**src/hw/rtl/cpwc_pkg.sv**
```systemverilog
// package for the contact pair watch counter
// widths, codes and packed word types shared by the interfaces, cpwc_match and the top module
`default_nettype none

package cpwc_pkg;

   localparam int ENTRIES    = 64;
   localparam int ID_BITS    = 16;
   localparam int IDX_BITS   = (ENTRIES > 1) ? $clog2(ENTRIES) : 1;
   localparam int CNT_BITS   = $clog2(ENTRIES + 1);
   localparam int OP_BITS    = 3;
   localparam int COUNT_BITS = 8;
   localparam logic [COUNT_BITS-1:0] COUNT_MAX = '1;

   typedef enum logic [OP_BITS-1:0] {
      OP_ADD_SINGLE   = 3'd0,
      OP_ADD_PAIR     = 3'd1,
      OP_CONTACT_BEG  = 3'd2,
      OP_CONTACT_END  = 3'd3,
      OP_READ_COUNT   = 3'd4
   } op_type;

   typedef enum logic [1:0] {
      ST_OK         = 2'd0,
      ST_FULL       = 2'd1,
      ST_NOT_IN_USE = 2'd2
   } status_type;

   typedef struct packed {
      logic [ID_BITS-1:0]    first_id;
      logic [ID_BITS-1:0]    second_id;
      logic [COUNT_BITS-1:0] count;
   } entry_type;

   typedef struct packed {
      logic                  hit;
      logic [COUNT_BITS-1:0] count;
   } match_type;

   typedef struct packed {
      logic [IDX_BITS-1:0]   assigned_index;
      logic [COUNT_BITS-1:0] count_value;
      logic [CNT_BITS-1:0]   matched_entries;
      status_type            status;
   } rsp_word_type;

endpackage

`default_nettype wire

```
**src/hw/rtl/cpwc_req_if.sv**
```systemverilog
// request channel of the contact pair watch counter
// valid/ready handshake with the op word; depends on cpwc_pkg
`default_nettype none

interface cpwc_req_if;
   import cpwc_pkg::*;

   logic                valid;
   logic                ready;
   logic [OP_BITS-1:0]  opcode;
   logic [ID_BITS-1:0]  first_id;
   logic [ID_BITS-1:0]  second_id;
   logic [IDX_BITS-1:0] entry_index;

   modport source (output valid, output opcode, output first_id, output second_id,
                   output entry_index, input ready);
   modport sink (input valid, input opcode, input first_id, input second_id,
                 input entry_index, output ready);
endinterface

`default_nettype wire

```
**src/hw/rtl/cpwc_rsp_if.sv**
```systemverilog
// response channel of the contact pair watch counter
// valid/ready handshake with the result word; depends on cpwc_pkg
`default_nettype none

interface cpwc_rsp_if;
   import cpwc_pkg::*;

   logic                  valid;
   logic                  ready;
   logic [IDX_BITS-1:0]   assigned_index;
   logic [COUNT_BITS-1:0] count_value;
   logic [CNT_BITS-1:0]   matched_entries;
   logic [1:0]            status;

   modport source (output valid, output assigned_index, output count_value,
                   output matched_entries, output status, input ready);
   modport sink (input valid, input assigned_index, input count_value,
                 input matched_entries, input status, output ready);
endinterface

`default_nettype wire

```
**src/hw/rtl/cpwc_ram.sv**
```systemverilog
// generic single-port-write, single-port-read ram with registered read data
// no dependencies
`default_nettype none

module cpwc_ram #(
   parameter int WIDTH = 8,
   parameter int DEPTH = 64,
   localparam int ADDR_BITS = (DEPTH > 1) ? $clog2(DEPTH) : 1
) (
   input  logic                 clock,
   input  logic                 wr_en,
   input  logic [ADDR_BITS-1:0] wr_addr,
   input  logic [WIDTH-1:0]     wr_data,
   input  logic                 rd_en,
   input  logic [ADDR_BITS-1:0] rd_addr,
   output logic [WIDTH-1:0]     rd_data
);

   logic [WIDTH-1:0] mem_ff [DEPTH];
   logic [WIDTH-1:0] rd_data_ff;

   always_ff @(posedge clock) begin
      if (wr_en) begin
         mem_ff[wr_addr] <= wr_data;
      end
      if (rd_en) begin
         rd_data_ff <= mem_ff[rd_addr];
      end
   end

   assign rd_data = rd_data_ff;

endmodule

`default_nettype wire

```
**src/hw/rtl/cpwc_match.sv**
```systemverilog
// match test and saturating counter update for one watch entry
// depends on cpwc_pkg
`default_nettype none

module cpwc_match (
   input  cpwc_pkg::entry_type                 entry,
   input  logic [cpwc_pkg::ID_BITS-1:0]        first_id,
   input  logic [cpwc_pkg::ID_BITS-1:0]        second_id,
   input  logic                                count_up,
   output cpwc_pkg::match_type                 result
);
   import cpwc_pkg::*;

   logic single_hit;
   logic pair_hit;

   assign single_hit = (first_id == entry.first_id) || (second_id == entry.first_id);
   assign pair_hit   = ((first_id == entry.first_id) && (second_id == entry.second_id)) ||
                       ((first_id == entry.second_id) && (second_id == entry.first_id));

   always_comb begin
      // an entry with both slots equal watches a single body
      if (entry.first_id == entry.second_id) begin
         result.hit = single_hit;
      end else begin
         result.hit = pair_hit;
      end

      if (count_up) begin
         result.count = (entry.count == COUNT_MAX) ? entry.count : entry.count + 1'b1;
      end else begin
         result.count = (entry.count == '0) ? entry.count : entry.count - 1'b1;
      end
   end

endmodule

`default_nettype wire

```
**src/hw/rtl/contact_pair_watch_counter.sv**
```systemverilog
// Contact pair watch counter. Entries (one body id, or a pair of ids) are added in order
// and each keeps an 8-bit contact counter that saturates at 0 and 255; a contact begin or
// end word scans every entry in use and bumps each match, and a read count word returns one
// counter. All entries live in one memory with a registered read, so a contact event
// steps through the entries in use at one entry per cycle (the memory has a single read
// port), a read count passes through S_READ, and adds and unused opcodes go straight to
// S_DONE. One word is worked on at a time; a finished result sits in an output register,
// so the next word is accepted while it waits to be taken. No clearing pass follows reset.
// Depends on cpwc_pkg, cpwc_req_if, cpwc_rsp_if, cpwc_ram and cpwc_match.
`default_nettype none

module contact_pair_watch_counter (
   input  logic       clock,
   input  logic       reset,
   cpwc_req_if.sink   req_ch,
   cpwc_rsp_if.source rsp_ch
);
   import cpwc_pkg::*;

   typedef enum logic [3:0] {
      S_IDLE = 4'b0001,
      S_SCAN = 4'b0010,
      S_READ = 4'b0100,
      S_DONE = 4'b1000
   } state_type;

   state_type           state_ff, state_in;
   logic [CNT_BITS-1:0] used_ff, used_in;
   logic [IDX_BITS-1:0] rd_ptr_ff, rd_ptr_in;
   logic [ID_BITS-1:0]  first_ff, first_in;
   logic [ID_BITS-1:0]  second_ff, second_in;
   logic                count_up_ff, count_up_in;
   rsp_word_type        res_ff, res_in;
   rsp_word_type        out_ff, out_in;
   logic                out_valid_ff, out_valid_in;

   logic                ram_wr_en;
   logic [IDX_BITS-1:0] ram_wr_addr;
   entry_type           ram_wr_data;
   logic                ram_rd_en;
   logic [IDX_BITS-1:0] ram_rd_addr;
   entry_type           ram_rd_data;
   match_type           match_res;

   cpwc_ram #(
      .WIDTH ($bits(entry_type)),
      .DEPTH (ENTRIES)
   ) u_entry_ram (
      .clock   (clock),
      .wr_en   (ram_wr_en),
      .wr_addr (ram_wr_addr),
      .wr_data (ram_wr_data),
      .rd_en   (ram_rd_en),
      .rd_addr (ram_rd_addr),
      .rd_data (ram_rd_data)
   );

   cpwc_match u_match (
      .entry     (ram_rd_data),
      .first_id  (first_ff),
      .second_id (second_ff),
      .count_up  (count_up_ff),
      .result    (match_res)
   );

   assign req_ch.ready = (state_ff == S_IDLE);

   always_comb begin
      state_in     = state_ff;
      used_in      = used_ff;
      rd_ptr_in    = rd_ptr_ff;
      first_in     = first_ff;
      second_in    = second_ff;
      count_up_in  = count_up_ff;
      res_in       = res_ff;
      out_in       = out_ff;
      out_valid_in = out_valid_ff && !rsp_ch.ready;
      ram_wr_en    = 1'b0;
      ram_wr_addr  = rd_ptr_ff;
      ram_wr_data  = ram_rd_data;
      ram_rd_en    = 1'b0;
      ram_rd_addr  = rd_ptr_ff;

      case (state_ff)
         S_IDLE: begin
            if (req_ch.valid) begin
               res_in      = '0;
               first_in    = req_ch.first_id;
               second_in   = req_ch.second_id;
               count_up_in = (op_type'(req_ch.opcode) == OP_CONTACT_BEG);
               state_in    = S_DONE;
               case (op_type'(req_ch.opcode))
                  OP_ADD_SINGLE, OP_ADD_PAIR: begin
                     if (used_ff == CNT_BITS'(ENTRIES)) begin
                        res_in.status = ST_FULL;
                     end else begin
                        ram_wr_en             = 1'b1;
                        ram_wr_addr           = IDX_BITS'(used_ff);
                        ram_wr_data.first_id  = req_ch.first_id;
                        ram_wr_data.second_id = (op_type'(req_ch.opcode) == OP_ADD_PAIR) ?
                                                req_ch.second_id : req_ch.first_id;
                        ram_wr_data.count     = '0;
                        used_in               = used_ff + 1'b1;
                        res_in.assigned_index = IDX_BITS'(used_ff);
                     end
                  end
                  OP_CONTACT_BEG, OP_CONTACT_END: begin
                     if (used_ff != '0) begin
                        ram_rd_en   = 1'b1;
                        ram_rd_addr = '0;
                        rd_ptr_in   = '0;
                        state_in    = S_SCAN;
                     end
                  end
                  OP_READ_COUNT: begin
                     if (CNT_BITS'(req_ch.entry_index) < used_ff) begin
                        ram_rd_en   = 1'b1;
                        ram_rd_addr = req_ch.entry_index;
                        state_in    = S_READ;
                     end else begin
                        res_in.status = ST_NOT_IN_USE;
                     end
                  end
                  default: begin
                  end
               endcase
            end
         end
         S_SCAN: begin
            // data for rd_ptr_ff arrives now; write back and fetch the next entry together
            if (match_res.hit) begin
               ram_wr_en              = 1'b1;
               ram_wr_addr            = rd_ptr_ff;
               ram_wr_data.count      = match_res.count;
               res_in.matched_entries = res_ff.matched_entries + 1'b1;
            end
            if (CNT_BITS'(rd_ptr_ff) + 1'b1 == used_ff) begin
               state_in = S_DONE;
            end else begin
               ram_rd_en   = 1'b1;
               ram_rd_addr = rd_ptr_ff + 1'b1;
               rd_ptr_in   = rd_ptr_ff + 1'b1;
            end
         end
         S_READ: begin
            res_in.count_value = ram_rd_data.count;
            state_in           = S_DONE;
         end
         S_DONE: begin
            if (!out_valid_ff || rsp_ch.ready) begin
               out_in       = res_ff;
               out_valid_in = 1'b1;
               state_in     = S_IDLE;
            end
         end
         default: begin
            state_in = S_IDLE;
         end
      endcase
   end

   always_ff @(posedge clock) begin
      if (reset) begin
         state_ff     <= S_IDLE;
         used_ff      <= '0;
         out_valid_ff <= 1'b0;
      end else begin
         state_ff     <= state_in;
         used_ff      <= used_in;
         out_valid_ff <= out_valid_in;
      end
   end

   always_ff @(posedge clock) begin
      rd_ptr_ff   <= rd_ptr_in;
      first_ff    <= first_in;
      second_ff   <= second_in;
      count_up_ff <= count_up_in;
      res_ff      <= res_in;
      out_ff      <= out_in;
   end

   assign rsp_ch.valid           = out_valid_ff;
   assign rsp_ch.assigned_index  = out_ff.assigned_index;
   assign rsp_ch.count_value     = out_ff.count_value;
   assign rsp_ch.matched_entries = out_ff.matched_entries;
   assign rsp_ch.status          = out_ff.status;

   a_used_bounded: assert property (@(posedge clock) disable iff (reset)
      used_ff <= CNT_BITS'(ENTRIES))
      else $error("entry count beyond table size");

   a_scan_in_range: assert property (@(posedge clock) disable iff (reset)
      state_ff == S_SCAN |-> CNT_BITS'(rd_ptr_ff) < used_ff)
      else $error("scan pointer past entries in use");

   a_matched_bounded: assert property (@(posedge clock) disable iff (reset)
      state_ff == S_SCAN |-> res_ff.matched_entries < used_ff + 1'b1)
      else $error("match count exceeds entries scanned");

   a_no_rw_collision: assert property (@(posedge clock) disable iff (reset)
      ram_wr_en && ram_rd_en |-> ram_wr_addr != ram_rd_addr)
      else $error("entry ram read and write hit the same entry");

endmodule

`default_nettype wire

```
**src/flat_wrapper.sv**
```systemverilog
// flat-port wrapper written by rule: the top's interface ports become plain ports
module contact_pair_watch_counter_flat import cpwc_pkg::*;
  (clock, reset, req_ch_valid, req_ch_opcode, req_ch_first_id, req_ch_second_id, req_ch_entry_index, req_ch_ready, rsp_ch_valid, rsp_ch_assigned_index, rsp_ch_count_value, rsp_ch_matched_entries, rsp_ch_status, rsp_ch_ready);
  cpwc_req_if req_ch_i ();
  cpwc_rsp_if rsp_ch_i ();
  input  logic clock;
  input  logic reset;
  input wire logic [$bits(req_ch_i.valid)-1:0] req_ch_valid;
  input wire logic [$bits(req_ch_i.opcode)-1:0] req_ch_opcode;
  input wire logic [$bits(req_ch_i.first_id)-1:0] req_ch_first_id;
  input wire logic [$bits(req_ch_i.second_id)-1:0] req_ch_second_id;
  input wire logic [$bits(req_ch_i.entry_index)-1:0] req_ch_entry_index;
  output wire logic [$bits(req_ch_i.ready)-1:0] req_ch_ready;
  output wire logic [$bits(rsp_ch_i.valid)-1:0] rsp_ch_valid;
  output wire logic [$bits(rsp_ch_i.assigned_index)-1:0] rsp_ch_assigned_index;
  output wire logic [$bits(rsp_ch_i.count_value)-1:0] rsp_ch_count_value;
  output wire logic [$bits(rsp_ch_i.matched_entries)-1:0] rsp_ch_matched_entries;
  output wire logic [$bits(rsp_ch_i.status)-1:0] rsp_ch_status;
  input wire logic [$bits(rsp_ch_i.ready)-1:0] rsp_ch_ready;
  assign req_ch_i.valid = req_ch_valid;
  assign req_ch_i.opcode = req_ch_opcode;
  assign req_ch_i.first_id = req_ch_first_id;
  assign req_ch_i.second_id = req_ch_second_id;
  assign req_ch_i.entry_index = req_ch_entry_index;
  assign req_ch_ready = req_ch_i.ready;
  assign rsp_ch_valid = rsp_ch_i.valid;
  assign rsp_ch_assigned_index = rsp_ch_i.assigned_index;
  assign rsp_ch_count_value = rsp_ch_i.count_value;
  assign rsp_ch_matched_entries = rsp_ch_i.matched_entries;
  assign rsp_ch_status = rsp_ch_i.status;
  assign rsp_ch_i.ready = rsp_ch_ready;
  contact_pair_watch_counter u_core (.clock(clock), .reset(reset), .req_ch(req_ch_i), .rsp_ch(rsp_ch_i));
endmodule
```
**config.mk**
```make
export PLATFORM = sky130hd
export DESIGN_NAME = contact_pair_watch_counter_flat
export DESIGN_NICKNAME = d
export VERILOG_FILES = /design/src/hw/rtl/cpwc_pkg.sv /design/src/hw/rtl/cpwc_req_if.sv /design/src/hw/rtl/cpwc_rsp_if.sv /design/src/hw/rtl/cpwc_ram.sv /design/src/hw/rtl/cpwc_match.sv /design/src/hw/rtl/contact_pair_watch_counter.sv /design/src/flat_wrapper.sv
export SDC_FILE = /design/constraint.sdc
export NUM_CORES = 2
export LEC_CHECK = 0
export ABC_AREA = 1
export BUFFER_PORTS_ARGS = -buffer_cell sky130_fd_sc_hd__buf_2
export CAP_MARGIN = 5
export CORE_MARGIN = 2
export CORE_UTILIZATION = 25
export DETAILED_ROUTE_END_ITERATION = 16
export SLEW_MARGIN = 20
export SYNTH_ARGS = -nofsm -noshare
export SYNTH_HDL_FRONTEND = slang
export SYNTH_SLANG_ARGS = --single-unit
```
**constraint.sdc**
```tcl
create_clock -name clock -period 21.8 [get_ports clock]
set_input_delay 3.27 -clock clock [delete_from_list [all_inputs] [get_ports clock]]
set_output_delay 3.27 -clock clock [all_outputs]
set_load 0.01 [all_outputs]
```
Word-level counts from Yosys, hierarchy flattened
Memory sizes are Yosys's and may differ from the RTL's. A register that Yosys moved wholly into a read port is not among the register bits.
Index checks and enable logic that the tools add are counted.
W data, S select, Z words.
{"block": "word_totals", "register_bits": 97, "latch_bits": 0, "ramBits": 2560, "romBits": 0, "output_inout_bits": 25, "wordCells": 122, "mem_count": 1}
{"name": "u_core.u_entry_ram.mem_ff", "depth": 64, "width": 40, "rd": 1, "rd_clocked_by_memory_dff": 1, "wr": 1, "line_no": "cpwc_ram.sv:19", "text": "logic [WIDTH-1:0] mem_ff [DEPTH];"}
{"block": "classes", "addsub": 6, "multipliers": 0, "div_mod_pow": 0, "order_cmp": 1, "n_eq_ne": 21, "shift": 0, "muxes": 53, "bitwise_logic": 2, "reduce_logical": 23}
{"operator": "$mux W40", "count": 3}
{"operator": "$eq A16 B16 Y1", "count": 5}
{"operator": "$mux W6", "count": 10}
{"operator": "$pmux W6 S2", "count": 3}
{"operator": "$mux W32", "count": 1}
{"operator": "$mux W8", "count": 4}
{"operator": "$pmux W8 S2", "count": 2}
{"operator": "$mux W4", "count": 5}
{"operator": "$mux W17", "count": 1}
{"operator": "$mux W16", "count": 1}
{"operator": "$pmux W4 S4", "count": 1}
{"operator": "$add A7 B1 Y7 const B", "count": 2}
{"operator": "$mux W1", "count": 14}
{"operator": "$pmux W7 S2", "count": 1}
{"operator": "$reduce_and A3 Y1", "count": 3}
{"operator": "$add A8 B1 Y8 const B", "count": 1}
{"operator": "$eq A8 B8 Y1 const B", "count": 1}
{"operator": "$logic_not A8 Y1", "count": 1}
{"operator": "$ne A2 B1 Y1 const B", "count": 4}
{"operator": "$pmux W4 S2", "count": 1}
{"operator": "$sub A8 B1 Y8 const B", "count": 1}
{"operator": "$add A6 B1 Y7 const B", "count": 1}
{"operator": "$eq A7 B7 Y1", "count": 1}
{"operator": "$eq A7 B7 Y1 const B", "count": 1}
{"operator": "other kinds (24)", "count": 38}

Logic depth before layout (Yosys ltp)
{"block": "logic_depth", "depth_word": 8, "depth_mapped": 26}

By module
Synthesis repeated with hierarchy kept, for this count alone.
{"block": "unflattened", "cells_unflattened": 9328, "hier_area_um2": 110308.3}
{"mod": "cpwc_ram", "n_inst": 1, "cells_each": 8445, "area_per_inst_um2": 103536.8}
{"mod": "contact_pair_watch_counter", "n_inst": 1, "cells_each": 591, "area_per_inst_um2": 5163.7}
{"mod": "cpwc_match", "n_inst": 1, "cells_each": 292, "area_per_inst_um2": 1607.8}

Least setup slack after synthesis
OpenSTA, ideal clock, no wires.
{"block": "synth_path", "path_kind": "input-to-reg", "start": "input req_ch_valid", "end": "memory u_core.u_entry_ram.mem_ff[59][0] (netlist name) (enable)", "arrival_ps": 9414, "t_required_ps": 21263, "path_slack_ps": 11849, "cell_stages": 11, "path_cell_list": "inv_1 nor2_2 inv_2 nor2_4 inv_2 buf_2 o21ai_1 nand2_1 nor2_1 nand2_1 nor4_1"}
{"block": "synth_between", "elab_chain_cells": 4}
{"item": "start: declaration", "line_no": "flat_wrapper.sv:8", "text": "input wire logic [$bits(req_ch_i.valid)-1:0] req_ch_valid;"}
{"item": "$mux W1", "line_no": "contact_pair_watch_counter.sv:86", "text": "if (req_ch.valid) begin"}
{"item": "$pmux W1 S2", "line_no": "contact_pair_watch_counter.sv:84", "text": "case (state_ff)"}
{"item": "$mux W1", "line_no": "cpwc_ram.sv:23", "text": "if (wr_en) begin"}
{"item": "$mux W1 (not written as such)", "line_no": "cpwc_ram.sv:24", "text": "mem_ff[wr_addr] <= wr_data;"}
{"item": "end: declaration", "line_no": "cpwc_ram.sv:19"}
Parallel ways exist; a longest one is shown, timed or not.

Final worst setup path
{"block": "layout_path", "start": "input req_ch_entry_index[4]", "end": "register u_core.u_entry_ram.rd_data_ff[1] (netlist: u_core.u_entry_ram.rd_data[1]), read port of u_core.u_entry_ram.mem_ff, data pin"}
{"block": "layout_between", "elab_chain_cells": 5}
{"item": "start: declaration", "line_no": "flat_wrapper.sv:12", "text": "input wire logic [$bits(req_ch_i.entry_index)-1:0] req_ch_entry_index;"}
{"item": "$lt A6 B7 Y1", "line_no": "contact_pair_watch_counter.sv:116", "text": "if (CNT_BITS'(req_ch.entry_index) < used_ff) begin"}
{"item": "$mux W6 / $mux W1 (equally long branches)", "line_no": "contact_pair_watch_counter.sv:116"}
{"item": "$pmux W6 S2 / $pmux W1 S2 (equally long branches)", "line_no": "contact_pair_watch_counter.sv:92", "text": "case (op_type'(req_ch.opcode))"}
{"item": "$mux W6 / $mux W1 (equally long branches)", "line_no": "contact_pair_watch_counter.sv:86"}
{"item": "$pmux W6 S2 / $pmux W1 S2 (equally long branches)", "line_no": "contact_pair_watch_counter.sv:84"}
{"item": "end: declaration", "line_no": "cpwc_ram.sv:20", "text": "logic [WIDTH-1:0] rd_data_ff;"}
Parallel ways exist; a longest one is shown, timed or not.
A chain may end at the register's enable or synchronous reset.

==> flow_summary_export.csv <==
group,metric,value,unit
routing,first_pass_iters,8,
clocking,cts_resized,0,
yosys,postSynthAreaPerCell,11.22,sq um
global_routing,grt_pass1_wl,517900,um
power,ir_worst_vdd,0.09248,mV
timing,hold_viol_final,0,
timing,tightest_slew,1188,ps
run,cap_violations,0,
yosys,netlist_instances,10757,
global_routing,track_usage,13.83,%
timing,clock-skew-final,55.48,ps
timing,tns,0,ps
worst_hold_path,hp-start,"u_core.res_ff[12]$_DFFE_PP_",
worst_setup_path,reg2reg_to,"u_core.u_entry_ram.rd_data[1]$_DFFE_PP_",
yosys,synth_edf_count,2685,
die,start_util,25.07,%
clocking,cts_tree,"built",
routing,viasPerCell,4.725,
power,leakage,50.89,nW
global_routing,antenna_found_initial,21,
global_routing,grt_max_degree,205,
worst_setup_path,crit_required,22400,ps
die,dieArea,488300,sq um
yosys,ys_ff_latch,2697,
die,io_pins,70,
timing,maxSlewViolCount,0,
clocking,hold_buffers,0,
worst_setup_path,critical_path_class,"primary input to register",
timing,min_period,9738,ps
die,design.core.area,481500,sq um
finish,instances_no_fill,17225,
timing,fmax,0.1027,GHz
run_status,status,"finished clean",
worst_setup_path,start_kind,"primary input",
worst_setup_path,critPathLaunch,"req_ch_entry_index[4]",
worst_hold_path,hold_end,"u_core.rsp_ch.count_value[3]$_DFFE_PP_",
finish,syn2layout_area_growth,13.41,%
placed_design,dp_hpwl,176700,um
worst_setup_path,end_kind,"register",
clocking,cts_setup_buffers,0,
routing,ant_nets,0,
clocking,cts_htree_levels,5,
timing,setup_viol,0,
worst_setup_path,timing.rr.start,"u_core.rd_ptr_ff[0]$_DFFE_PP_",
placed_design,place_area,128000,sq um
global_routing,grt_pass1_vias,76475,
routing,drc,0,
clocking,clkSinkCount,2697,
die,fp.dieH,698.8,um
yosys,ys.flop_type,"edfxtp_1",
placed_design,gp_congestion,0.8221,
placed_design,dp_cells,16733,
worst_setup_path,reg2reg_depth,24,
die,rows,255,
yosys,synthesis.area,120700,sq um
clocking,cts_root_buf,"clkbuf_16",
routing,wire_per_inst,20.51,um
finish,final_cell_area,136900,sq um
worst_hold_path,min_delay_path_depth,0,
routing,drt_wl_total,353300,um
worst_setup_path,crit_fanout,83,
yosys,yosysWarningCount,0,
worst_setup_path,crit_arrival,10340,ps
routing,vias,81395,
timing,final.period_utilization,44.67,%
yosys,synth_cell_types,50,
timing,relSlewSlack,20.80,%
clocking,clockBufferDepth,4,
routing,drt_iter0_drc,10236,
timing,rsz0062_at_grt,"false",
clocking,clk_pin_slew,60,ps
placed_design,port_buffers,69,
clocking,clk_latency,860,ps
finish,nets,10654,
clocking,cts_buffers,287,
power,p_per_area,104.5,nW/um^2
worst_hold_path,hold_path_class,"register to register",
global_routing,overflow,0,
worst_setup_path,r2r_slack,13720,ps
yosys,synth-async-reset-ratio,0,%
yosys,syn-num-nets,10814,
die,die_x,698.8,um
yosys,yosysSeqAreaShare,67.01,%
finish,drive_gt1_share,8.341,%
-- power breakdown --
part,leakage [nW],internal (mW),switching (mW)
combinational,22.3,0.967,2.78
sequential,24.3,5.80,0.0279
clock,4.30,2.73,2.00
-- stage by stage --
step                utilization (%)  setup slack [ps]  power (mW)  hold slack [ps]
finish                        28.43             12060       14.31            416.6
global route                  28.42             11720       14.89            429.0
CTS                           28.42             12280       14.34            420.0
detailed placement            26.59             11370       9.636            405.7
global placement              26.58             11420       9.616            401.3
floorplan                         -             11850       8.538            400.3
-- flip-flops by register name, summed over array words and instances (netlist names) --
name / cells
u_core.rsp_ch.status: 2
u_core.state_ff: 4
u_core.u_entry_ram.rd_data: 40
u_core.count_up_ff: 1
u_core.rd_ptr_ff: 6
u_core.rsp_ch.valid: 1
u_core.res_ff: 23
u_core.u_entry_ram.mem_ff: 2560
u_core.rsp_ch.matched_entries: 7
u_core.rsp_ch.count_value: 8
u_core.second_ff: 16
u_core.first_ff: 16
u_core.used_ff: 7
u_core.rsp_ch.assigned_index: 6
-- worst max path at each step --
stage	to	depth (start not counted)	slack [ps]
after floorplan	u_core.u_entry_ram.mem_ff[59][0]$_DFFE_PP_	11	11850
after global placement	u_core.u_entry_ram.rd_data[39]$_DFFE_PP_	24	11420
after detailed placement	u_core.u_entry_ram.rd_data[39]$_DFFE_PP_	24	11370
after CTS	u_core.u_entry_ram.rd_data[39]$_DFFE_PP_	24	12280
after global routing	u_core.u_entry_ram.rd_data[39]$_DFFE_PP_	24	11720
final	u_core.u_entry_ram.rd_data[1]$_DFFE_PP_	26	12060
-- layout make-up --
type | count | area [sq um]
inverter | 1548 | 5848
timing repair buffer | 269 | 2009
sequential | 2697 | 80870
clock inverter | 131 | 1217
clock buffer | 351 | 7614
antenna | 10 | 25.02
multi-input combinational | 5794 | 31250
tap | 6425 | 8039
fill | 48947 | 344600
-- synth_stat cells, types with 12 or more instances --
| cell type | count | area, sq um |
|---|---|---|
| nand4_1 | 21 | 131.4 |
| inv_1 | 1529 | 5739 |
| buf_4 | 45 | 337.8 |
| a21oi_1 | 21 | 105.1 |
| nand3_2 | 104 | 1041 |
| buf_6 | 35 | 394.1 |
| nor3_1 | 20 | 100.1 |
| clkbuf_1 | 192 | 720.7 |
| ha_1 | 12 | 150.1 |
| xnor2_1 | 35 | 306.5 |
| inv_2 | 15 | 56.30 |
| nand3b_1 | 959 | 7199 |
| nand2_1 | 1663 | 6242 |
| buf_2 | 425 | 2127 |
| nand3_1 | 2665 | 13340 |
| dfxtp_1 | 12 | 240.2 |
| o21ai_0 | 77 | 385.4 |
| nor2_1 | 114 | 427.9 |
| edfxtp_1 | 2685 | 80630 |
| xor2_1 | 34 | 297.8 |
-- placed cells by master, fill, tap and decap left out, types with 6 or more instances in the layout --
cell and count:
clkinv_2 40, diode_2 10, nand3_1 2665, inv_1 1528
xor2_1 34, buf_12 13, xnor2_1 35, nand2_1 1658
buf_2 69, nand4_1 21, clkbuf_16 296, nand3b_1 959
o21ai_1 6, bufinv_16 22, nor2_1 52, nor4_1 7
clkinvlp_4 11, inv_6 6, nor3_1 20, clkbuf_1 55
nand3_2 103, clkinv_1 52, o21ai_0 38, edfxtp_1 2685
nor2_4 64, o211ai_1 7, o21ai_4 42, inv_2 11
ha_1 12, buf_4 187, dfxtp_1 12, a21oi_1 20
-- kinds of logic (layout without fill, tap and decap cells) --
| group | count (synthesis) | after routing | share of synthesized area (%) |
|---|---|---|---|
| adders and majority gates | 12 | 12 | 0.1244 |
| other | 0 | 10 | 0 |
| AOI/OAI and AO/OA | 138 | 138 | 0.6573 |
| DFF | 2697 | 2697 | 67.01 |
| xor gates and xnor gates | 69 | 69 | 0.5008 |
| buffers and inverters | 2266 | 2299 | 7.937 |
| and+or+nand+nor | 5575 | 5575 | 23.77 |
-- worst max-delay path: stages --
cell and delay, ps:
buf_2 110, ha_1 300, nand2_1 50, nand2_1 60
nand2_1 50, nand2_1 50, nand2_1 60, nand2_1 120
nand2_1 80, nand2_1 100, nand2_1 60, nand2_1 120
nand2_1 100, nand3_4 400, buf_4 840, buf_4 790
buf_4 730, buf_4 770, buf_4 830, nand3_1 190
nand3_2 130, nand3_1 80, nand3_1 120, nand3_1 190
nand3_1 330, nand2_1 90
-- per-layer routing --
metal	track usage (%)	part of all wire [%]	vias to the layer above
met5	0	0.14	-
met4	4.134	2.9	10
met3	2.343	8.3	590
met2	22.16	46	3575
met1	19.14	43	40497
li1	-	-	36723
(Power assumes the default switching activity.)
